[config.mk]
export PLATFORM = sky130hd
export DESIGN_NAME = sdc_ctrl
export DESIGN_NICKNAME = d
export VERILOG_FILES = /design/src/sv/streamline_direction_color_macros.svh /design/src/sv/sdc_pkg.sv /design/src/sv/sdc_ctrl.sv
export SDC_FILE = /design/constraint.sdc
export NUM_CORES = 1
export LEC_CHECK = 0
export BUFFER_PORTS_ARGS = -buffer_cell sky130_fd_sc_hd__buf_2
export CAP_MARGIN = 10
export CORE_MARGIN = 1.5
export CORE_UTILIZATION = 50
export CTS_BUF_LIST = sky130_fd_sc_hd__clkbuf_8
export CTS_CLUSTER_DIAMETER = 200
export DETAILED_ROUTE_END_ITERATION = 8
export HOLD_SLACK_MARGIN = 0.1
export PLACE_DENSITY = 0.83
export SYNTH_ARGS = -nofsm -noshare
export SYNTH_HDL_FRONTEND = slang
export SYNTH_SLANG_ARGS = --single-unit
export TNS_END_PERCENT = 10
[constraint.sdc]
create_clock -name clk -period 2.2 [get_ports clk]
set_input_delay 0.44 -clock clk [delete_from_list [all_inputs] [get_ports clk]]
set_output_delay 0.44 -clock clk [all_outputs]
set_load 0.02 [all_outputs]
[src/sv/streamline_direction_color_macros.svh]
// assertion helpers for the streamline colour block
`ifndef STREAMLINE_DIRECTION_COLOR_MACROS_SVH
`define STREAMLINE_DIRECTION_COLOR_MACROS_SVH

// same-cycle implication, checked outside reset
`define SDC_ASSERT_IMPL(label, clk, rst_n, ante, cons, msg) \
	label: assert property (@(posedge clk) disable iff (!rst_n) (ante) |-> (cons)) \
		else $error(msg);

// next-cycle implication, checked outside reset
`define SDC_ASSERT_NEXT(label, clk, rst_n, ante, cons, msg) \
	label: assert property (@(posedge clk) disable iff (!rst_n) (ante) |=> (cons)) \
		else $error(msg);

`endif

[src/sv/sdc_pkg.sv]
package sdc_pkg;

	// coordinate and arithmetic widths
	localparam int COORD_WIDTH = 16;
	localparam int DIFF_W      = COORD_WIDTH + 1;
	localparam int MAG_W       = COORD_WIDTH;
	localparam int SQ_W        = 2 * COORD_WIDTH;
	localparam int SUM_W       = SQ_W + 2;
	localparam int CHAN_W      = 8;
	localparam int SCALE       = 65025;
	localparam int SCALE_W     = 16;
	localparam int RHS_W       = SQ_W + SCALE_W;
	localparam int VS_W        = SUM_W + CHAN_W;
	localparam int TSS_W       = SUM_W + 2 * CHAN_W;
	localparam int BIT_W       = 3;

	// stream widths
	localparam int PIN_W       = 3 * COORD_WIDTH;
	localparam int IN_TDATA_W  = ((PIN_W + 7) / 8) * 8;
	localparam int OUT_TDATA_W = 3 * CHAN_W;

	typedef logic [COORD_WIDTH-1:0] coord_t;
	typedef coord_t [2:0] point_t;
	typedef logic [CHAN_W-1:0] chan_t;

	// controller states
	typedef enum logic [5:0] {
		ST_IDLE   = 6'b000001,
		ST_DIFF   = 6'b000010,
		ST_SQUARE = 6'b000100,
		ST_SCALE  = 6'b001000,
		ST_SEARCH = 6'b010000,
		ST_WRITE  = 6'b100000
	} sdc_state_t;

	// controller to datapath
	typedef struct packed {
		logic             load_in;
		logic             set_prev;
		logic             diff;
		logic             sel_older;
		logic             square;
		logic             scale;
		logic             search;
		logic [BIT_W-1:0] bit_idx;
		logic             write_out;
		logic             write_black;
		logic             eol;
		logic             shift_points;
	} sdc_cmd_t;

	// datapath to controller
	typedef struct packed {
		logic out_busy;
	} sdc_status_t;

endpackage

[src/sv/sdc_ctrl.sv]
module sdc_ctrl (
	input  logic                  clk,
	input  logic                  arst_n,
	input  logic                  in_valid,
	input  logic                  in_last,
	output logic                  in_ready,
	input  sdc_pkg::sdc_status_t  status,
	output sdc_pkg::sdc_cmd_t     cmd
);

	sdc_pkg::sdc_state_t         state_q;
	logic [1:0]                  seen_q;
	logic                        last_q;
	logic                        pass_q;
	logic                        black_q;
	logic [sdc_pkg::BIT_W-1:0]   bit_q;
	logic                        accept;

	assign in_ready = (state_q == sdc_pkg::ST_IDLE);
	assign accept   = in_valid && in_ready;

	// command decode
	always_comb begin
		cmd         = '0;
		cmd.bit_idx = bit_q;
		cmd.eol     = pass_q || black_q;
		case (state_q)
			sdc_pkg::ST_IDLE: begin
				cmd.load_in  = accept;
				cmd.set_prev = accept && (seen_q == 2'd0) && !in_last;
			end
			sdc_pkg::ST_DIFF: begin
				cmd.diff      = 1'b1;
				cmd.sel_older = !pass_q && (seen_q == 2'd2);
			end
			sdc_pkg::ST_SQUARE: cmd.square = 1'b1;
			sdc_pkg::ST_SCALE:  cmd.scale  = 1'b1;
			sdc_pkg::ST_SEARCH: cmd.search = 1'b1;
			sdc_pkg::ST_WRITE: begin
				if (!status.out_busy) begin
					cmd.write_black  = black_q;
					cmd.write_out    = !black_q;
					cmd.shift_points = !black_q && !last_q;
				end
			end
			default: ;
		endcase
	end

	// sequencing and line bookkeeping
	always_ff @(posedge clk or negedge arst_n) begin
		if (!arst_n) begin
			state_q <= sdc_pkg::ST_IDLE;
			seen_q  <= 2'd0;
			last_q  <= 1'b0;
			pass_q  <= 1'b0;
			black_q <= 1'b0;
			bit_q   <= '0;
		end else begin
			case (state_q)
				sdc_pkg::ST_IDLE: begin
					if (accept) begin
						last_q <= in_last;
						pass_q <= 1'b0;
						if (seen_q == 2'd0) begin
							if (in_last) begin
								black_q <= 1'b1;
								state_q <= sdc_pkg::ST_WRITE;
							end else begin
								seen_q <= 2'd1;
							end
						end else begin
							black_q <= 1'b0;
							state_q <= sdc_pkg::ST_DIFF;
						end
					end
				end
				sdc_pkg::ST_DIFF:   state_q <= sdc_pkg::ST_SQUARE;
				sdc_pkg::ST_SQUARE: state_q <= sdc_pkg::ST_SCALE;
				sdc_pkg::ST_SCALE: begin
					bit_q   <= '1;
					state_q <= sdc_pkg::ST_SEARCH;
				end
				sdc_pkg::ST_SEARCH: begin
					if (bit_q == '0) begin
						state_q <= sdc_pkg::ST_WRITE;
					end else begin
						bit_q <= bit_q - 1'b1;
					end
				end
				sdc_pkg::ST_WRITE: begin
					if (!status.out_busy) begin
						if (black_q) begin
							seen_q  <= 2'd0;
							black_q <= 1'b0;
							state_q <= sdc_pkg::ST_IDLE;
						end else if (!pass_q && last_q) begin
							pass_q  <= 1'b1;
							state_q <= sdc_pkg::ST_DIFF;
						end else if (last_q) begin
							seen_q  <= 2'd0;
							state_q <= sdc_pkg::ST_IDLE;
						end else begin
							seen_q  <= 2'd2;
							state_q <= sdc_pkg::ST_IDLE;
						end
					end
				end
				default: state_q <= sdc_pkg::ST_IDLE;
			endcase
		end
	end

endmodule

==> flow_metrics.tcl, run 1 <==
set metrics [dict create \
    min_period_over_period 0.9813 \
    pre_cts_slack_ns 0.1937 \
    core_um2 1577 \
    hold_class "in2reg" \
    fmax_ghz 0.4632 \
    setup_viol 0 \
    dpl.cell_count 127 \
    fin_setup_tns_ns 0 \
    cts_root_buf "clkbuf_8" \
    fin_hold_ws_ns 0.4782 \
    vias_per_cell 6.030 \
    arrival_ns 1.72 \
    port_buffers 19 \
    ys_ff_latch 14 \
    die_area_um2 2014 \
    max_cap_violations 0 \
    synth.net_count 98 \
    worstSkewPairLatency_ns 0.24 \
    nets 125 \
    yosys_warnings 0 \
    reg2reg_slack_ns 0.38 \
    ir_drop_uv 948.6 \
    die_y_um 44.88 \
    die_w_um 44.88 \
    ys_seq_area_frac 0.4009 \
    power.density_nw_per_um2 1183 \
    status "finished, final reports clean" \
    critPathMaxStageDelay_ns 0.60 \
    fin_cells 133 \
    clk_pin_slew_ns 0.05 \
    r2r_end "bit_q[2]$_DFFE_PN0P_" \
    n_antenna_cell 0 \
    firstDrtPassIters 4 \
    areaGrowthSynthToFinish_pct 27.39 \
    clock-skew-final_ns 0.001605 \
    hold_viol_final 0 \
    synth_cell_types 41 \
    htree_levels 1 \
    syn_area_per_cell_um2 9.638 \
    grt_pass1_vias 751 \
    worst_pin_slew_ns 0.4585 \
    remaining_drc_errors 0 \
    routed_wirelength_um 2040 \
    grt_max_degree 15 \
    maxSlewHeadroom 0.6936 \
    hold-path-endpoint "last_q$_DFFE_PN0P_" \
    end_kind "output port" \
    cts_tree "built" \
    wire_per_inst_um 15.34 \
    worstPathRequired_ns 1.76 \
    grt_first_pass_wirelength_um 3249 \
    worstHoldStart "in_last" \
    rows 14 \
    rr_worst_depth 4 \
    placed_cell_area_um2 999.7 \
    grtUsageTotal 0.2287 \
    crit_type "reg2out" \
    leakagePower_uw 0.0005536 \
    hold_depth 2 \
    cp-start-kind "flip-flop" \
    crit_chain "or4_4, nor3_4, and2_1, buf_4" \
    slew_viol_final 0 \
    drt_iter0_drc 15 \
    antenna_left 0 \
    place_congestion 0.8732 \
    synthArstFlopShare 1.000 \
    overflow 0 \
    worst_slack_ns 0.04121 \
    initial_core_util 0.5563 \
    worst_path_max_delay_cell "or4_4" \
    cp_max_fo 5 \
    antenna_found_initial 0 \
    ys.flop_type "dfrtp_1" \
    timing.final.crit_period_ns 2.159 \
    drive_gt1_frac 0.4017 \
    cts.sinks 14 \
    clock_path_buffers 2 \
    syn-cell-area_um2 877.1 \
    syn_inst 91 \
    cts_buffers 3 \
    synth-edff-count 0 \
    dpl.hpwl_um 1495 \
    rsz0062_at_grt "yes" \
    fin_area_um2 1117 \
    ioPinCount 20 \
    r2r-start "state_q[2]$_DFFE_PN0P_" \
    vias 802 \
]
==> layout make-up <==
cell class	instances	area, um2
fillers	120	459.2
well taps	16	20.02
multi-input cells	70	533.0
repair buffers	24	142.6
inverters	5	21.27
flip-flops and latches	14	355.3
clock buffers	3	41.29
clock inverters	1	3.754
==> layout by cell type, fill, tap and decap left out, types with 3 or more instances in the layout <==
cell type  count
a21oi_1        5
nand2_1        4
dfrtp_2        3
o211ai_1       3
o21ai_0        3
nor3b_1        3
inv_1          4
nor3_1         6
buf_4          7
buf_2         16
clkbuf_8       3
dfrtp_1       10
nor2_1         6
==> flip-flops by register name, summed over array words and instances, names as in the netlist <==
register	cells
bit_q	3
black_q	1
last_q	1
pass_q	1
seen_q	2
state_q	6
==> cells by family (layout without fill, tap and decap cells) <==
kind of cell    after synthesis  in the layout  share of synthesized area
simple gates                 43             43                     0.3096
compound gates               22             22                     0.1826
flops                        14             14                     0.4009
buf+inv                       7             33                    0.03851
fa+ha+maj                     2              2                    0.02853
mux                           2              2                    0.02995
xor+xnor                      1              1                   0.009988
==> critical path, delay by kind of cell, from the launching register on <==
| family | cells | cell delay (ns) |
|---|---|---|
| DFF | 1 | 0.45 |
| buffers and inverters | 1 | 0.13 |
| and+or+nand+nor | 3 | 0.89 |
==> report_power, final <==
part	switching [uW]	internal (uW)
clock	85.4	123
combinational	391	296
sequential	94.4	333
total	570	751
==> cell usage after synthesis (2+ instances only) <==
master,instances,area (um2)
nor2b_1,2,12.51
inv_2,2,7.510
o211ai_1,3,22.52
nor3b_1,3,22.52
o21ai_0,3,15.01
o31ai_1,2,15.01
and3_1,2,12.51
nor4_1,2,12.51
a21o_1,2,15.01
nand2b_1,2,12.51
ha_1,2,25.02
a32o_1,2,20.02
or4_1,2,15.01
inv_1,3,11.26
a21oi_1,5,25.02
nor3_1,7,35.03
nand2_1,5,18.77
nor2_1,7,26.28
dfrtp_1,13,325.3
==> timing repair <==
| item | in CTS | in global routing |
|---|---|---|
| pin swaps | 2 | 1 |
| hold endpoints to repair | 13 | 0 |
| hold buffers | 1 | 0 |
| buffers inserted | 0 | 1 |
| gates cloned | 0 | 0 |
| endpoints found under the setup margin | 6 | 8 |
| gates resized for setup | 4 | 11 |
==> worst max-delay path by stage <==
stage,from,to
after floorplan,state_q[2]$_DFFE_PN0P_,cmd[0]
after global placement,state_q[3]$_DFFE_PN0P_,cmd[2]
after detailed placement,state_q[3]$_DFFE_PN0P_,cmd[2]
after CTS,state_q[3]$_DFFE_PN0P_,cmd[0]
after global routing,state_q[0]$_DFFE_PN1P_,cmd[12]
final,state_q[2]$_DFFE_PN0P_,cmd[2]
==> metal layers <==
layer	global-route usage	share of wire	up-vias
li1	-	-	391
met1	0.2831	0.41	379
met2	0.3826	0.50	30
met3	0.07200	0.077	2
met4	0.07059	0.0093	0
met5	0	0	-
==> stage by stage <==
step | power [uW] | utilization
finish | 1322 | 0.7087
detailed placement | 1019 | 0.6341
global placement | 994.1 | 0.6341
CTS | 1258 | 0.6794
floorplan | 857.5 | -
global route | 1419 | 0.7087
No activity file was read; power rests on OpenSTA's default activity.
==> run 2, diff against run 1 <==
--- a/config.mk
+++ b/config.mk
@@ -5,6 +5,7 @@
 export SDC_FILE = /design/constraint.sdc
 export NUM_CORES = 1
 export LEC_CHECK = 0
+export ABC_AREA = 1
 export BUFFER_PORTS_ARGS = -buffer_cell sky130_fd_sc_hd__buf_2
 export CAP_MARGIN = 10
 export CORE_MARGIN = 1.5
@@ -13,7 +14,7 @@
 export CTS_CLUSTER_DIAMETER = 200
 export DETAILED_ROUTE_END_ITERATION = 8
 export HOLD_SLACK_MARGIN = 0.1
-export PLACE_DENSITY = 0.83
+export PLACE_DENSITY = 0.82
 export SYNTH_ARGS = -nofsm -noshare
 export SYNTH_HDL_FRONTEND = slang
 export SYNTH_SLANG_ARGS = --single-unit
==> run 2 against run 1 <==
Effect of this change:
- area after synthesis grew 8.1%
- synthesized cell count rose by 44%
- fmax rose by 4.1%
- global-route usage down 2.7 points
- utilization is 5.4 points lower
- clock power grew 23%
- first-iteration DRC count rose by 20%
- wire length decreased by 4.9%
- highest routed layer unchanged
- clock skew down 0.0012 ns
- clock-buffer cell count rose by 1
- largest cell class unchanged
- total power is 17% higher
- design area is 2.2% higher
==> flow_metrics.tcl, run 2 <==
set metrics [dict create \
    postCtsSetupBuffers 0 \
    firstDrtPassIters 6 \
    fin_hold_ws_ns 0.4925 \
    synth_compound_area_frac 0.04881 \
    cts_root_buf "clkbuf_8" \
    clock-skew-final_ns 0.0003847 \
    core_um2 1745 \
    worstSkewPairLatency_ns 0.25 \
    cp-start-kind "flip-flop" \
    maxSlewHeadroom 0.7893 \
    die_w_um 46.55 \
    ys.flop_type "dfrtp_1" \
    slew_viol_final 0 \
    cts_buffers 3 \
    arrival_ns 1.63 \
    synth.net_count 138 \
    rsz0062_at_grt "no" \
    antenna_left 0 \
    syn_inst 131 \
    vias 893 \
    die_area_um2 2167 \
    dpl.cell_count 175 \
    power.density_nw_per_um2 1351 \
    cts.sinks 14 \
    final_cell_mix "32 x nand2_1, 21 x inv_1, 19 x buf_2" \
    wire_per_inst_um 10.78 \
    synth_top_area_share 0.3430 \
    layout_commonest_cell "nand2_1" \
    fin_setup_tns_ns 0 \
    synthArstFlopShare 1.000 \
    areaGrowthSynthToFinish_pct 20.45 \
    timing.final.crit_period_ns 2.073 \
    n_antenna_cell 0 \
    drt_iter0_drc 18 \
    worst_pin_slew_ns 0.3161 \
    ys_ff_latch 14 \
    synthAdderAreaFrac 0.02639 \
    synth_mux_area_frac 0 \
    hold_viol_final 0 \
    drive_gt1_frac 0.2903 \
    largest-register "state_q" \
    nFillCells 147 \
    yosys_warnings 0 \
    grt_first_pass_wirelength_um 2987 \
    grtUsageTotal 0.2013 \
    die_y_um 46.55 \
    yosysMostFrequentCell "nand2_1" \
    synth_top_family_by_area "simple AND/OR/NAND/NOR gates" \
    clk_pin_slew_ns 0.06 \
    yosys.area.top_type "dfrtp_1" \
    place_congestion 0.8179 \
    ys_top_cells_by_count "33 x nand2_1, 21 x inv_1, 13 x dfrtp_1, 13 x nor2_1, 7 x nand3_1" \
    remaining_drc_errors 0 \
    overflow 0 \
    antenna_found_initial 0 \
    reg.largest.list "state_q: 6 flops, bit_q: 3 flops, seen_q: 2 flops" \
    status "finished, final reports clean" \
    vias_per_cell 4.961 \
    ioPinCount 20 \
    cp_max_fo 5 \
    yosys.area_share.simple 0.4512 \
    leakagePower_uw 0.0006682 \
    nets 163 \
    final_util 0.6545 \
    hold_class "reg2reg" \
    initial_core_util 0.5434 \
    synth_area_leaders "dfrtp_1 34%, nand2_1 13%, inv_1 8.3%" \
    largest_register_ff_count 6 \
    htree_levels 1 \
    min_period_over_period 0.9422 \
    cts_tree "built" \
    crit_type "reg2out" \
    syn_area_per_cell_um2 7.240 \
    grt_max_degree 15 \
    fmax_ghz 0.4824 \
    syn-cell-area_um2 948.4 \
    dpl.hpwl_um 1511 \
    synth-edff-count 0 \
    p_total_uw 1543 \
    ys_seq_area_frac 0.3707 \
    worstPathRequired_ns 1.76 \
    fin_cells 180 \
    setup_viol 0 \
    clock_path_buffers 2 \
    routed_wirelength_um 1940 \
    max_cap_violations 0 \
    synth_cell_types 20 \
    port_buffers 19 \
    rows 15 \
    synth_xor_area_frac 0 \
    grt_pass1_vias 702 \
    ir_drop_uv 735.4 \
    end_kind "output port" \
]
## run 2: power by group
part	switching, uW	internal (uW)	total, uW
Combinational	570	275	845
Sequential	89.5	351	440
Clock	99.5	159	258
Total	759	785	1540
## run 2: repair_timing
item                                    CTS  global route
gates resized for setup                   0             1
hold endpoints to repair                 13             0
hold buffers                              1             0
endpoints found under the setup margin    0             1
## run 2: worst max-delay path, cell delays in order (launching register included)
cell and delay (ns):
dfstp_2 0.58, inv_2 0.06, nor2_4 0.11, nand3_4 0.12, inv_2 0.11, nand2_2 0.08
nor3_1 0.13, buf_2 0.19
## run 2: metrics by stage
step | setup slack [ns] | area (um2)
floorplan | 0.2099 | 948.4
finish | 0.1272 | 1142
CTS | 0.09237 | 1140
global placement | 0.4433 | 1075
global route | 0.03824 | 1142
detailed placement | 0.3754 | 1075
## run 2: cells by family (layout without fill, tap and decap cells)
group	Yosys count	in the layout
flops	14	14
compound gates	9	9
fa+ha+maj	2	2
simple gates	80	80
buf+inv	26	50
## run 2: path summary, 6_finish.rpt
kind | start | endpoint | slack, ns | cells past startpoint
setup / recovery | state_q[0]$_DFFE_PN1P_ | cmd[12] | 0.13 | 7
hold / removal | bit_q[0]$_DFFE_PN0P_ | bit_q[0]$_DFFE_PN0P_ | 0.49 | 1
setup reg to reg | state_q[0]$_DFFE_PN1P_ | state_q[5]$_DFFE_PN0P_ | 0.75 | 9
hold reg to reg | bit_q[0]$_DFFE_PN0P_ | bit_q[0]$_DFFE_PN0P_ | 0.49 | 1
max in group asynchronous | arst_n | state_q[0]$_DFFE_PN1P_ | 1.30 | 2
min in group asynchronous | arst_n | bit_q[2]$_DFFE_PN0P_ | 0.61 | 2
## run 2: area by class of cell
class                      instances  area, um2  share of cell area
timing repair buffer              20      105.1             0.09200
sequential                        14      351.6              0.3078
multi-input combinational         91      501.7              0.4392
tap                               25      31.28             0.02738
inverter                          26      97.59             0.08543
clock buffer                       4      55.05             0.04819
## run 2: per-layer routing
metal,global-route usage,wire length [um],vias up
met5,0,0,-
met4,0.08571,20,0
met3,0.04706,55,3
met2,0.2917,890,15
met1,0.2830,974,414
li1,-,-,461
